===== src/design/fwmd_pkg.sv =====
`timescale 1ns / 1ps

package fwmd_pkg;

   localparam logic [7:0]  SYNC_FIRST  = 8'hFF;
   localparam logic [7:0]  SYNC_SECOND = 8'h81;
   localparam logic [15:0] SYNC_WORD   = 16'h81FF;

   typedef logic [2:0] event_kind_type;

   localparam event_kind_type EV_HEADER_OK   = 3'd0;
   localparam event_kind_type EV_PAYLOAD     = 3'd1;
   localparam event_kind_type EV_FRAME_GOOD  = 3'd2;
   localparam event_kind_type EV_PAYLOAD_BAD = 3'd3;
   localparam event_kind_type EV_HEADER_BAD  = 3'd4;

   typedef enum logic [6:0] {
      PH_HUNT1 = 7'b0000001,
      PH_HUNT2 = 7'b0000010,
      PH_ID    = 7'b0000100,
      PH_COUNT = 7'b0001000,
      PH_FLAGS = 7'b0010000,
      PH_HCSUM = 7'b0100000,
      PH_DATA  = 7'b1000000
   } phase_type;

   typedef struct packed {
      event_kind_type event_kind;
      logic [15:0]    message_id;
      logic [15:0]    word_count;
      logic [15:0]    header_flags;
      logic [15:0]    word_index;
      logic [15:0]    word_value;
      logic           frame_last;
   } result_type;

endpackage


===== src/design/fwmd_core.sv =====
`timescale 1ns / 1ps

module fwmd_core (
   input  logic                 clock,
   input  logic                 reset,
   input  logic                 take,
   input  logic [7:0]           rx_byte,
   output logic                 res_valid,
   output fwmd_pkg::result_type res
);

   fwmd_pkg::phase_type phase_ff, phase_in;
   logic        high_ff, high_in;
   logic [7:0]  low_ff, low_in;
   logic [15:0] id_ff, id_in;
   logic [15:0] count_ff, count_in;
   logic [15:0] flags_ff, flags_in;
   logic [15:0] hsum_ff, hsum_in;
   logic [15:0] seen_ff, seen_in;
   logic [15:0] psum_ff, psum_in;
   logic [15:0] word;
   logic [15:0] hdr_chk;
   logic [15:0] pay_chk;

   assign word    = {rx_byte, low_ff};
   assign hdr_chk = word + hsum_ff;
   assign pay_chk = word + psum_ff;

   always_comb begin
      phase_in  = phase_ff;
      high_in   = high_ff;
      low_in    = low_ff;
      id_in     = id_ff;
      count_in  = count_ff;
      flags_in  = flags_ff;
      hsum_in   = hsum_ff;
      seen_in   = seen_ff;
      psum_in   = psum_ff;
      res_valid = 1'b0;
      res.event_kind   = fwmd_pkg::EV_PAYLOAD;
      res.message_id   = id_ff;
      res.word_count   = count_ff;
      res.header_flags = flags_ff;
      res.word_index   = seen_ff;
      res.word_value   = word;
      res.frame_last   = 1'b0;
      case (phase_ff)
         fwmd_pkg::PH_HUNT1: begin
            if (rx_byte == fwmd_pkg::SYNC_FIRST) phase_in = fwmd_pkg::PH_HUNT2;
         end
         fwmd_pkg::PH_HUNT2: begin
            if (rx_byte == fwmd_pkg::SYNC_SECOND) begin
               phase_in = fwmd_pkg::PH_ID;
               high_in  = 1'b0;
               hsum_in  = fwmd_pkg::SYNC_WORD;
            end else begin
               phase_in = fwmd_pkg::PH_HUNT1;
            end
         end
         fwmd_pkg::PH_ID, fwmd_pkg::PH_COUNT, fwmd_pkg::PH_FLAGS: begin
            if (!high_ff) begin
               low_in  = rx_byte;
               high_in = 1'b1;
            end else begin
               high_in = 1'b0;
               hsum_in = hsum_ff + word;
               if (phase_ff == fwmd_pkg::PH_ID) begin
                  id_in    = word;
                  phase_in = fwmd_pkg::PH_COUNT;
               end else if (phase_ff == fwmd_pkg::PH_COUNT) begin
                  count_in = word;
                  phase_in = fwmd_pkg::PH_FLAGS;
               end else begin
                  flags_in = word;
                  phase_in = fwmd_pkg::PH_HCSUM;
               end
            end
         end
         fwmd_pkg::PH_HCSUM: begin
            if (!high_ff) begin
               low_in  = rx_byte;
               high_in = 1'b1;
            end else begin
               high_in        = 1'b0;
               res_valid      = 1'b1;
               res.word_index = 16'd0;
               if (hdr_chk == 16'd0) begin
                  res.event_kind = fwmd_pkg::EV_HEADER_OK;
                  phase_in       = fwmd_pkg::PH_DATA;
                  seen_in        = 16'd0;
                  psum_in        = 16'd0;
               end else begin
                  res.event_kind = fwmd_pkg::EV_HEADER_BAD;
                  res.frame_last = 1'b1;
                  phase_in       = fwmd_pkg::PH_HUNT1;
               end
            end
         end
         fwmd_pkg::PH_DATA: begin
            if (!high_ff) begin
               low_in  = rx_byte;
               high_in = 1'b1;
            end else begin
               high_in   = 1'b0;
               res_valid = 1'b1;
               if (seen_ff < count_ff) begin
                  psum_in = pay_chk;
                  seen_in = seen_ff + 16'd1;
               end else begin
                  res.event_kind = (pay_chk == 16'd0) ? fwmd_pkg::EV_FRAME_GOOD
                                                      : fwmd_pkg::EV_PAYLOAD_BAD;
                  res.frame_last = 1'b1;
                  phase_in       = fwmd_pkg::PH_HUNT1;
               end
            end
         end
         default: begin
            phase_in = fwmd_pkg::PH_HUNT1;
         end
      endcase
   end

   always_ff @(posedge clock) begin
      if (reset) begin
         phase_ff <= fwmd_pkg::PH_HUNT1;
         high_ff  <= 1'b0;
         low_ff   <= 8'd0;
         id_ff    <= 16'd0;
         count_ff <= 16'd0;
         flags_ff <= 16'd0;
         hsum_ff  <= 16'd0;
         seen_ff  <= 16'd0;
         psum_ff  <= 16'd0;
      end else if (take) begin
         phase_ff <= phase_in;
         high_ff  <= high_in;
         low_ff   <= low_in;
         id_ff    <= id_in;
         count_ff <= count_in;
         flags_ff <= flags_in;
         hsum_ff  <= hsum_in;
         seen_ff  <= seen_in;
         psum_ff  <= psum_in;
      end
   end

`ifndef ASSERT_OFF
   a_seen_bound: assert property (@(posedge clock) disable iff (reset)
      phase_ff == fwmd_pkg::PH_DATA |-> seen_ff <= count_ff)
      else $error("payload index ran past word count");

   a_bad_header_hunt: assert property (@(posedge clock) disable iff (reset)
      take && res_valid && res.event_kind == fwmd_pkg::EV_HEADER_BAD
      |=> phase_ff == fwmd_pkg::PH_HUNT1)
      else $error("bad header did not resume hunting");
`endif

endmodule


===== src/design/fwmd_out_fifo.sv =====
`timescale 1ns / 1ps

module fwmd_out_fifo (
   input  logic                 clock,
   input  logic                 reset,
   input  logic                 push,
   input  fwmd_pkg::result_type push_data,
   output logic                 full,
   output logic                 rsp_valid,
   input  logic                 rsp_stall,
   output fwmd_pkg::result_type head
);

   fwmd_pkg::result_type slot_ff [2];
   logic [1:0] count_ff, count_in;
   logic       wr_ptr_ff;
   logic       rd_ptr_ff;
   logic       pop;

   assign full      = (count_ff == 2'd2);
   assign rsp_valid = (count_ff != 2'd0);
   assign pop       = rsp_valid && !rsp_stall;
   assign head      = slot_ff[rd_ptr_ff];

   always_comb begin
      count_in = count_ff;
      if (push && !pop) count_in = count_ff + 2'd1;
      else if (pop && !push) count_in = count_ff - 2'd1;
   end

   always_ff @(posedge clock) begin
      if (push) slot_ff[wr_ptr_ff] <= push_data;
   end

   always_ff @(posedge clock) begin
      if (reset) begin
         count_ff  <= 2'd0;
         wr_ptr_ff <= 1'b0;
         rd_ptr_ff <= 1'b0;
      end else begin
         count_ff <= count_in;
         if (push) wr_ptr_ff <= !wr_ptr_ff;
         if (pop) rd_ptr_ff <= !rd_ptr_ff;
      end
   end

`ifndef ASSERT_OFF
   a_count_bound: assert property (@(posedge clock) disable iff (reset)
      count_ff <= 2'd2)
      else $error("result buffer count out of range");

   a_no_overflow: assert property (@(posedge clock) disable iff (reset)
      !(push && full))
      else $error("request pushed into full result buffer");
`endif

endmodule


===== src/design/framed_word_message_deframer_unit.sv =====
`timescale 1ns / 1ps
// Framed word message deframer.
// req channel: one received byte per request (req_valid / req_stall).
// rsp channel: one event per header checksum word and per payload word
//   (header ok, payload word, frame good, payload checksum bad, header
//   checksum bad); bytes that complete no event produce nothing.
// Pipeline: input register -> deframer logic -> 2-entry result buffer.
// Order: an accepted byte is held in the input register, its event is
//   registered into the result buffer and then shown on rsp.
// Throughput: one byte per cycle while the result buffer has room; the
//   state update per byte is a few 16-bit adds and compares.
// req_stall depends only on registered state, never combinationally on
//   rsp_stall. When the receiver stalls, up to two events wait in the
//   buffer and one byte in the input register before req_stall rises.
// Reset (synchronous, active high) empties all stages and returns the
//   deframer to hunting the first sync byte.
module framed_word_message_deframer_unit (
   input  logic        clock,
   input  logic        reset,
   input  logic        req_valid,
   output logic        req_stall,
   input  logic [7:0]  req_rx_byte,
   output logic        rsp_valid,
   input  logic        rsp_stall,
   output logic [2:0]  rsp_event_kind,
   output logic [15:0] rsp_message_id,
   output logic [15:0] rsp_word_count,
   output logic [15:0] rsp_header_flags,
   output logic [15:0] rsp_word_index,
   output logic [15:0] rsp_word_value,
   output logic        rsp_frame_last
);

   logic       in_valid_ff, in_valid_in;
   logic [7:0] in_byte_ff;
   logic       in_ready;
   logic       take;
   logic       full;
   logic       res_valid;
   fwmd_pkg::result_type res;
   fwmd_pkg::result_type head;

   assign take      = in_valid_ff && !full;
   assign in_ready  = !in_valid_ff || take;
   assign req_stall = !in_ready;

   always_comb begin
      in_valid_in = in_valid_ff;
      if (req_valid && in_ready) in_valid_in = 1'b1;
      else if (take) in_valid_in = 1'b0;
   end

   always_ff @(posedge clock) begin
      if (reset) begin
         in_valid_ff <= 1'b0;
      end else begin
         in_valid_ff <= in_valid_in;
      end
   end

   always_ff @(posedge clock) begin
      if (req_valid && in_ready) in_byte_ff <= req_rx_byte;
   end

   fwmd_core u_core (
      .clock     (clock),
      .reset     (reset),
      .take      (take),
      .rx_byte   (in_byte_ff),
      .res_valid (res_valid),
      .res       (res)
   );

   fwmd_out_fifo u_out (
      .clock     (clock),
      .reset     (reset),
      .push      (take && res_valid),
      .push_data (res),
      .full      (full),
      .rsp_valid (rsp_valid),
      .rsp_stall (rsp_stall),
      .head      (head)
   );

   assign rsp_event_kind   = head.event_kind;
   assign rsp_message_id   = head.message_id;
   assign rsp_word_count   = head.word_count;
   assign rsp_header_flags = head.header_flags;
   assign rsp_word_index   = head.word_index;
   assign rsp_word_value   = head.word_value;
   assign rsp_frame_last   = head.frame_last;

endmodule


===== config.mk =====
export PLATFORM = sky130hd
export DESIGN_NAME = framed_word_message_deframer_unit
export DESIGN_NICKNAME = d
export VERILOG_FILES = /design/src/design/fwmd_pkg.sv /design/src/design/fwmd_core.sv /design/src/design/fwmd_out_fifo.sv /design/src/design/framed_word_message_deframer_unit.sv
export SDC_FILE = /design/constraint.sdc
export NUM_CORES = 1
export LEC_CHECK = 0
export BUFFER_PORTS_ARGS = -buffer_cell sky130_fd_sc_hd__buf_2
export CAP_MARGIN = 20
export CORE_MARGIN = 4
export CORE_UTILIZATION = 30
export CTS_BUF_LIST = sky130_fd_sc_hd__clkbuf_4
export DETAILED_ROUTE_END_ITERATION = 6
export PLACE_DENSITY = 0.44
export SLEW_MARGIN = 20
export SYNTH_ARGS = -nofsm -noshare
export SYNTH_HDL_FRONTEND = slang
export SYNTH_SLANG_ARGS = --single-unit

===== constraint.sdc =====
create_clock -name clock -period 7.2 [get_ports clock]
set_input_delay 0.36 -clock clock [delete_from_list [all_inputs] [get_ports clock]]
set_output_delay 0.36 -clock clock [all_outputs]
set_load 0.03 [all_outputs]

* Word level (Yosys, flattened, before mapping)
Memory sizes are Yosys's and may differ from the RTL's. A register that Yosys moved wholly into a read port is not among the register bits.
Cells that the tools add are included.
** Word-level totals
- Logic and storage cells :: 123
- Memories :: 1
- Bits in registers :: 125
- Bits in writable memories :: 168
- Output and inout bits :: 86
- Input bits :: 12
** Memory list
- u_out.slot_ff :: depth 2, width 84, read ports 1, clocked after memory_dff 1, wr ports 1, RTL line fwmd_out_fifo.sv:14 : fwmd_pkg::result_type slot_ff [2];
** Operators by class
- Order comparisons :: 1
- Bitwise logic cells :: 3
- Reductions and logical operators :: 34
- Eq/ne operators :: 18
- Add/subtract/negate cells :: 5
- Muxes and demuxes :: 47
** Operator list (number)
- 16-bit two-way mux :: 10
- 16-bit one-hot mux with 2 select lines :: 3
- 7-bit two-way mux :: 7
- 7-bit one-hot mux with 5 select lines :: 1
- 16-bit adder :: 2
- 16-bit logical NOT :: 2
- 16-bit by 1-bit adder with 16-bit output, second input constant :: 1
- 8-bit equality test, second input constant :: 2
- 16-bit < comparator :: 1
- 1-bit two-way mux :: 15
- 3-bit two-way mux :: 5
- 2-bit by 1-bit != test with 1-bit output, second input constant :: 7
- 6-bit AND reduction :: 2
- 2-bit nonzero test :: 6
- 5-bit AND reduction :: 2
- 1-bit logical NOT :: 8
- 4-bit AND reduction :: 2
- 7-bit by 1-bit equality test with 1-bit output, second input constant :: 1
- 7-bit by 2-bit equality test with 1-bit output, second input constant :: 1
- 7-bit by 3-bit equality test with 1-bit output, second input constant :: 1
- 7-bit by 4-bit equality test with 1-bit output, second input constant :: 1
- 7-bit by 5-bit equality test with 1-bit output, second input constant :: 1
- 7-bit by 6-bit equality test with 1-bit output, second input constant :: 1
- 7-bit equality test, second input constant :: 1
- 15 further kinds :: 25

* Longest topological paths before layout
Gate-level depths: netlist of the first run.
- Word-level depth :: 8
- Mapped depth :: 12
- Mapped depth without buffers :: 11

* Modules after synthesis
A second synthesis of the first run with hierarchy kept.
** Unflattened totals
- Cells, all modules :: 1085
- Area total of the unflattened synthesis :: 13205.2 um^2
** By module, submodules not included
- fwmd_core :: times used 1, cells each 787, area each 6608.8 um^2, sequential area each 2242.2 um^2
- fwmd_out_fifo :: times used 1, cells each 283, area each 6289.8 um^2, sequential area each 5144.9 um^2
- framed_word_message_deframer_unit :: times used 1, cells each 15, area each 306.5 um^2, sequential area each 260.2 um^2

* Worst setup path before layout of the first run
OpenSTA, ideal clock, no wires.
- Path type :: reg2reg
- Start point :: register u_core.phase_ff[2]
- End point :: memory u_out.slot_ff[0][0] (netlist bit), enable pin
- Arrival time :: 4772 ps
- Buffers on the path :: 1
- Setup slack :: 1901 ps
- Setup time :: 527 ps
- Clock period less this slack :: 5299 ps
- Stages on the path, launching flop included :: 6
- Data required time :: 6673 ps
- Path through :: dfxtp_1 > clkbuf_1 > nor3_2 > nand4b_1 > a21o_1 > nor2_1
** On the way
- Word-level cells in the longest chain between the ends :: 6
- Elaborated cells between the ends (all ways) :: 7
- Those cells by class :: eq/ne (2); mux (3); reduce/logical (2)
** Ends and longest elaborated chain
- start, declared :: RTL line fwmd_core.sv:12 : fwmd_pkg::phase_type phase_ff, phase_in;
- start signal, assigned :: RTL line fwmd_core.sv:125 : phase_ff <= fwmd_pkg::PH_HUNT1;
- start signal, assigned :: RTL line fwmd_core.sv:135 : phase_ff <= phase_in;
- 7-bit by 6-bit equality test with 1-bit output or 7-bit equality test (tied branches) :: RTL line fwmd_core.sv:47 : case (phase_ff)
- 2-bit OR reduction (no source line) *
- 1-bit two-way mux *
- 1-bit logical AND * :: RTL line framed_word_message_deframer_unit.sv:77 : .push (take && res_valid),
- 1-bit two-way mux * :: RTL line fwmd_out_fifo.sv:32 : if (push) slot_ff[wr_ptr_ff] <= push_data;
- 1-bit two-way mux (not written as such) * :: RTL line fwmd_out_fifo.sv:32
- end, declared :: RTL line fwmd_out_fifo.sv:14
Mark *: on every way between the ends. The rest lies on a longest branch, timed or not.

==> metrics.md, run 1 <==
| Metric | Value |
|---|---|
| Crit path launch type | `flop` |
| Kind of critical path | `flop to flop` |
| 1st-pass router iterations | `4` |
| Hold depth | `4` |
| Tcrit/Tclk final | `between 50% and 60%` |
| EDFF count, synth | `176` |
| Worst vdd ir | `approximately 0.074 mV` |
| Final RePlAce weighted congestion | `approximately 0.8` |
| Fin crit period | `approximately 4 ns` |
| Final WL | `approximately 37000 um` |
| CP required | `about 7.7 ns` |
| Fmax | `256 MHz` |
| Largest net degree at the start of global routing | `70` |
| Total Routing Usage GR | `between 10% and 20%` |
| Fin. Hold Viols | `0` |
| Vert. Die Dim | `221 um` |
| RSZ-0062 raised after global routing | `no` |
| Most common cell in the netlist | `edfxtp_1` |
| Crit end category | `flop` |
| First-pass GRT wire length | `between 50000 and 60000 um` |
| Num CTS Buffers | `81` |
| Final core occ | `36.0%` |
| Seq/Total Area, Yosys | `a little under three fifths` |
| Reg2Reg Depth | `10` |
| Clock Tree Buf Depth | `3` |
| Worst-Skew Late Latency | `approximately 0.75 ns` |
| Hold_ws | `0.133 ns` |
| Met3 Resource Use GR | `between 2 and 3%` |
| Initial antenna violation count | `2` |
| HP Start | `rsp_stall` |
| Share of post-route cells with drive strength above 1 | `a little over a quarter` |
| Distinct cells, synth | `between 70 and 80` |
| Total Die Area | `roughly 49000 um2` |
| Warnings, synthesis | `0` |
| Area leader, netlist | `edfxtp_1` |
| Max FO, Critical Path | `28` |
| Flop2flop setup slack | `3.29 ns` |
| Multi-input gate area | `between 5000 and 6000 um2` |
| Reg-to-reg endpoint | `u_out.slot_ff[0][0]` |
| Htree depth | `3` |
| Pleak | `between 5 and 6 nW` |
| Dpl hpwl | `around 23000 um` |
| Synth Cell Area | `about 14000 um2` |
| Global Route met1 Usage | `slightly below 20%` |
| Syn Nets | `1234` |
| Clk pin slew, worst setup/hold paths | `~0.06 ns` |
| Fillcell total | `about 4400` |
| Num Clock Sinks | `294` |
| WL per Instance | `between 15 and 20 um` |
| Largest cells by area after synthesis | `edfxtp_1 39%, dfxtp_1 17%, mux2_2 7.2%` |
| Post-synth top area share | `about two fifths` |
| M2 GR Usage | `around a quarter` |
| Initial cell density of the core | `roughly 31%` |
| Worst-Margin Slew | `0.906 ns` |
| Vias in the first global route | `9924` |
| Setup Buffers After CTS | `0` |
| CP max stage cell | `dfxtp_1` |
| Worst path max stage delay | `around 0.73 ns` |
| Drt first-iter violations | `500` |
| IO buf count | `97` |
| Max_cap viols | `0` |
| Overflow after GRT | `0` |
| FF+latch count, synth | `294` |
| Worst Skew | `about 0.050 ns` |
| Drc violations | `0` |
| Routed vias | `about 9700` |
| Nets | `approximately 1400` |
| CTS tree | `built` |
| Max Slew Vio Count | `0` |
| TNS Setup | `0 ns` |
| Setup violators final | `0` |
| Reg2Reg Launch Point | `u_core.low_ff[1]` |
| Avg Inst Size Synth | `approximately 12 um2` |
| Share of flip-flops with an asynchronous set or reset | `0%` |
| Io pins | `roughly 100` |
| Max_slew headroom | `just under 40%` |
| Overall Power | `~3.5 mW` |
| Most Crowded Layer GR | `met2` |
| Total core area | `44600 um2` |
| Final ANT Viol Nets | `0` |
| Clock tree root buffer cell | `clkbuf_4` |
| Std cell rows | `77` |
| Die Wd | `221 um` |
| Most frequent cells after synthesis | `176 x edfxtp_1, 128 x nor2_1, 118 x dfxtp_1` |
| Min-delay worst type | `input port to flop` |
| CP arrival | `approximately 4.4 ns` |
| Vias/cell | `4.92` |
| Pwr dens | `219 nW/um2` |
| Dominant synthesized flop cell | `edfxtp_1` |
| Status | `finished, final reports clean` |
| Area growth from synthesis to layout | `17.6%` |
| Sequential cell area | `7650 um2` |
| CP Cell Sequence | `ha_1 > a211oi_1 > o21ai_1 > xor2_1 > nor4_1 > nand4_1 > nand4bb_1 > buf_4 > nand2_1 > a21oi_1` |
| Synth Instances | `1173` |
repair_timing:
action                                 CTS  global route
endpoints found under the hold margin   29             0
resized for setup                        0             0
hold buffers                            11             0
final cells by class:
type	instances	share of cell area (%)
Inverter	30	0.702
Antenna cell	1	0.0156
Clock buffer	138	6.46
Multi-Input combinational cell	785	35.2
Timing Repair Buffer	125	4.52
Tap cell	592	4.62
Clock inverter	11	0.772
Sequential cell	294	47.7
worst max-delay path by stage:
stage                       startpoint             endpoint  slack [ns]
floorplan           u_core.phase_ff[2]  u_out.slot_ff[0][0]        1.90
global placement      u_core.low_ff[1]  u_out.slot_ff[0][0]        3.28
detailed placement    u_core.low_ff[1]  u_out.slot_ff[0][0]        3.28
CTS                   u_core.low_ff[1]  u_out.slot_ff[0][0]        3.24
global route          u_core.low_ff[1]  u_out.slot_ff[0][0]        2.98
finish                u_core.low_ff[1]  u_out.slot_ff[0][0]        3.29
worst max-delay path: cells and delay by family, from the launching register on:
kind | cells | cell delay, ns
compound gates | 3 | 0.70
buf+inv | 1 | 0.25
flops | 1 | 0.73
fa+ha+maj | 1 | 0.34
simple gates | 4 | 1.38
xor+xnor | 1 | 0.19
metrics by stage:
stage / instances / area, um2 / worst slack (ns)
after global routing: 1976 / 16000 / 2.98
final: 1976 / 16000 / 3.29
after detailed placement: 1815 / 14800 / 3.28
after floorplan: 1173 / 13600 / 1.90
after global placement: 1815 / 14800 / 3.28
after CTS: 1975 / 16000 / 3.24
layer usage:
metal  part of all wire, %  wire length [um]
met1                    46             17000
met2                    48             17600
met3                   4.1              1510
met4                   2.0               722
met5                     0                 0
report_power, final:
part	switching, mW	leakage [nW]	total [mW]	internal [mW]
clock	0.687	0.688	1.65	0.963
combinational	0.0484	2.52	0.0754	0.0270
sequential	0.0186	2.57	1.79	1.77
cell families after synthesis:
logic type / Yosys count / share of synthesized area [%]
mux: 148 / 11.7
xor+xnor: 33 / 2.12
flops: 294 / 56.0
buf+inv: 94 / 2.74
fa+ha+maj: 49 / 4.60
compound gates: 185 / 9.42
simple gates: 370 / 13.4
placed cells by master (no fill, tap or decap), drive strengths merged, types with 4 or more instances in the layout:
master and n:
nand4 22, clkbuf 138, nor3 32, nor2 128
o21ai 30, xor2 22, a31oi 11, a21o 11
and3 16, a21boi 4, a22oi 6, a211oi 6
nand2b 7, o221ai 10, mux2i 61, or3 8
a311oi 7, inv 30, nand2 53, nor4 7
o211ai 13, a21oi 47, ha 47, mux2 87
nand4b 5, dfxtp 118, clkinv 7, xnor2 11
edfxtp 176, buf 114, nor2b 8, nand3 40
o21a 5, and2 24, dlygate4sd3 11, or2 6
registers in the layout, indices dropped and copies added, names as in the netlist, 2 cells and up, named ones only:
register / cells
u_core.count_ff: 16
u_out.count_ff: 2
u_core.flags_ff: 16
u_core.seen_ff: 16
in_byte_ff: 8
u_core.low_ff: 8
u_core.psum_ff: 16
u_core.hsum_ff: 16
u_core.phase_ff: 7
u_out.slot_ff: 168
u_core.id_ff: 16
Note: power is estimated with default switching activity, not from simulation.
==> run 2, diff against run 1 <==
PLACE_DENSITY = 0.46   (was 0.44)
clock period = 3.4 ns   (was 7.2 ns; I/O delays follow)
==> run 2 against run 1 <==
Compared with the run above: non-clock buffer count increased by 35; first-iteration DRC count increased by 3.6%; clock-buffer cell count decreased by 10; hold slack improved by 0.10 ns; sequential power increased by 110%; via count increased by 1.7%; sequential cell count unchanged; worst setup slack got worse by 3.1 ns; critical path depth increased by 2; global-route usage increased by 0.087 points; critical endpoint is now u_core.psum_ff[9].
==> metrics.md, run 2 (synthesis results as in run 1) <==
| Metric | Value |
|---|---|
| Status | `finished, final reports clean` |
| WL per Instance | `around 19 um` |
| Nets | `1413` |
| Num Clock Sinks | `between 200 and 300` |
| Clk pin slew, worst setup/hold paths | `around 0.070 ns` |
| CP arrival | `3.81 ns` |
| Most frequent cells in the layout | `176 x edfxtp_1, 128 x clkbuf_4, 126 x nor2_1, 116 x dfxtp_1, 96 x buf_2` |
| Max FO, Critical Path | `28` |
| Std cell rows | `just under 80` |
| Worst-Skew Late Latency | `around 0.70 ns` |
| Crit path launch type | `flop` |
| Max_slew headroom | `between 40% and 50%` |
| RSZ-0062 raised after global routing | `no` |
| Total Die Area | `between 40000 and 50000 um2` |
| Htree depth | `3` |
| Area growth from synthesis to layout | `19.4%` |
| Max_cap viols | `0` |
| Psw | `1.62 mW` |
| Final ANT Viol Nets | `0` |
| Initial cell density of the core | `between 30% and 40%` |
| Drc violations | `0` |
| Dpl hpwl | `between 20000 and 25000 um` |
| Worst Skew | `around 0.058 ns` |
| Drt first-iter violations | `518` |
| Sw frac | `around 23%` |
| Vias/cell | `4.92` |
| 1st-pass router iterations | `4` |
| CP max stage cell | `or4_1` |
| Largest net degree at the start of global routing | `63` |
| Setup violators final | `0` |
| Clock share of power | `between 40 and 50%` |
| Largest Register | `u_out.slot_ff` |
| Worst-Margin Slew | `~0.78 ns` |
| Vert. Die Dim | `~220 um` |
| Total core area | `about 45000 um2` |
| TNS Setup | `0 ns` |
| Final WL | `between 30000 and 40000 um` |
| Vias in the first global route | `around 10000` |
| Pwr dens | `about 440 nW/um2` |
| Worst path max stage delay | `0.51 ns` |
| Most common cell after layout, fill and taps aside | `edfxtp_1` |
| Fin crit period | `roughly 3.2 ns` |
| Clock tree root buffer cell | `clkbuf_4` |
| Logic gate share of total power | `3.1%` |
| Overall Power | `just over 7 mW` |
| Pint | `~5.5 mW` |
| Final RePlAce weighted congestion | `0.805` |
| CP required | `approximately 4 ns` |
| Overflow after GRT | `0` |
| Pleak | `between 5 and 6 nW` |
| CP Cell Sequence | `ha_1 > fa_1 > a211oi_2 > o31ai_4 > o21ai_2 > buf_4 > nand3_1 > a21oi_1 > nand4bb_1 > buf_12 > or4_1 > nand4_1` |
| Io pins | `98` |
| Min-delay worst type | `input port to flop` |
| Initial antenna violation count | `2` |
| Routed vias | `roughly 9900` |
| Flip-flop count of the largest register after layout | `168` |
| Total Routing Usage GR | `about 15%` |
| Flop pwr share | `between 50% and 60%` |
| First-pass GRT wire length | `about 58000 um` |
| IO buf count | `97` |
| Fin. Hold Viols | `0` |
| Tcrit/Tclk final | `around 94%` |
| Num CTS Buffers | `81` |
| Clock Tree Buf Depth | `3` |
| CTS tree | `built` |
| Max Slew Vio Count | `0` |
| Kind of critical path | `flop to flop` |
| Crit end category | `flop` |
| Worst vdd ir | `around 0.15 mV` |
| Share of post-route cells with drive strength above 1 | `between 20% and 30%` |
| Die Wd | `around 220 um` |
| Fmax | `around 310 MHz` |
-- run 2: cell count changes in the layout (fill, tap and decap cells not counted), moves of 5 or more --
cell,previous run,this run
buf_4,18,45
clkinv_2,0,5
clkbuf_4,138,128
buf_12,0,6
-- run 2: power groups by stage --
stage | Sequential, mW | Combinational, mW | Clock (mW)
after floorplan | 3.84 | 0.108 | 0
after global placement | 3.83 | 0.206 | 0
after detailed placement | 3.83 | 0.205 | 0
after CTS | 3.75 | 0.218 | 3.33
after global routing | 3.75 | 0.237 | 3.55
final | 3.76 | 0.219 | 3.18
-- run 2: area by class of cell --
cell class,instances,area (um2)
fillers,4441,28300
repair buffers,160,1070
inverters,30,113
clock inverters,20,90.1
well taps,592,741
clock buffers,128,961
flip-flops and latches,294,7650
diodes,1,2.50
multi-input cells,785,5660
-- run 2: what timing repair did --
| action | in CTS | in global routing |
|---|---|---|
| endpoints found under the setup margin | 0 | 2 |
| gates resized for setup | 0 | 5 |
| hold buffers | 13 | 0 |
| setup buffers | 0 | 1 |
| endpoints found under the hold margin | 44 | 0 |
-- run 2: metrics by stage --
stage               utilization, %  setup slack (ns)  area, um2  hold WS [ns]  cells
global placement              33.8             0.240      15100         0.349   1847
finish                        36.5             0.197      16300         0.234   2010
CTS                           36.5             0.120      16300         0.155   2008
floorplan                        -             0.345      13700         0.269   1173
detailed placement            33.8             0.181      15100         0.351   1847
global route                  36.5           0.00674      16300         0.156   2010
-- run 2: critical path, delay by kind of cell, from the launching register on --
family          cells  cell delay (ns)
fa+ha+maj           2             0.68
flops               1             0.32
compound gates      4             0.91
buf+inv             2             0.37
simple gates        4             0.84
-- run 2: worst paths after layout --
path,slack [ns],start,end,cells after the start
worst min-delay path,0.23,req_rx_byte[2],in_byte_ff[2],2
worst min register to register,0.44,u_core.id_ff[9],u_out.slot_ff[1][74],0
worst max register to register,0.20,u_core.low_ff[0],u_core.psum_ff[9],12
worst max-delay path,0.20,u_core.low_ff[0],u_core.psum_ff[9],12
-- run 2: layer usage --
layer	global-route usage, %	share of wire, %
met5	0	0.032
met4	5.40	2.7
met3	3.30	4.4
met2	24.0	46
met1	19.9	46
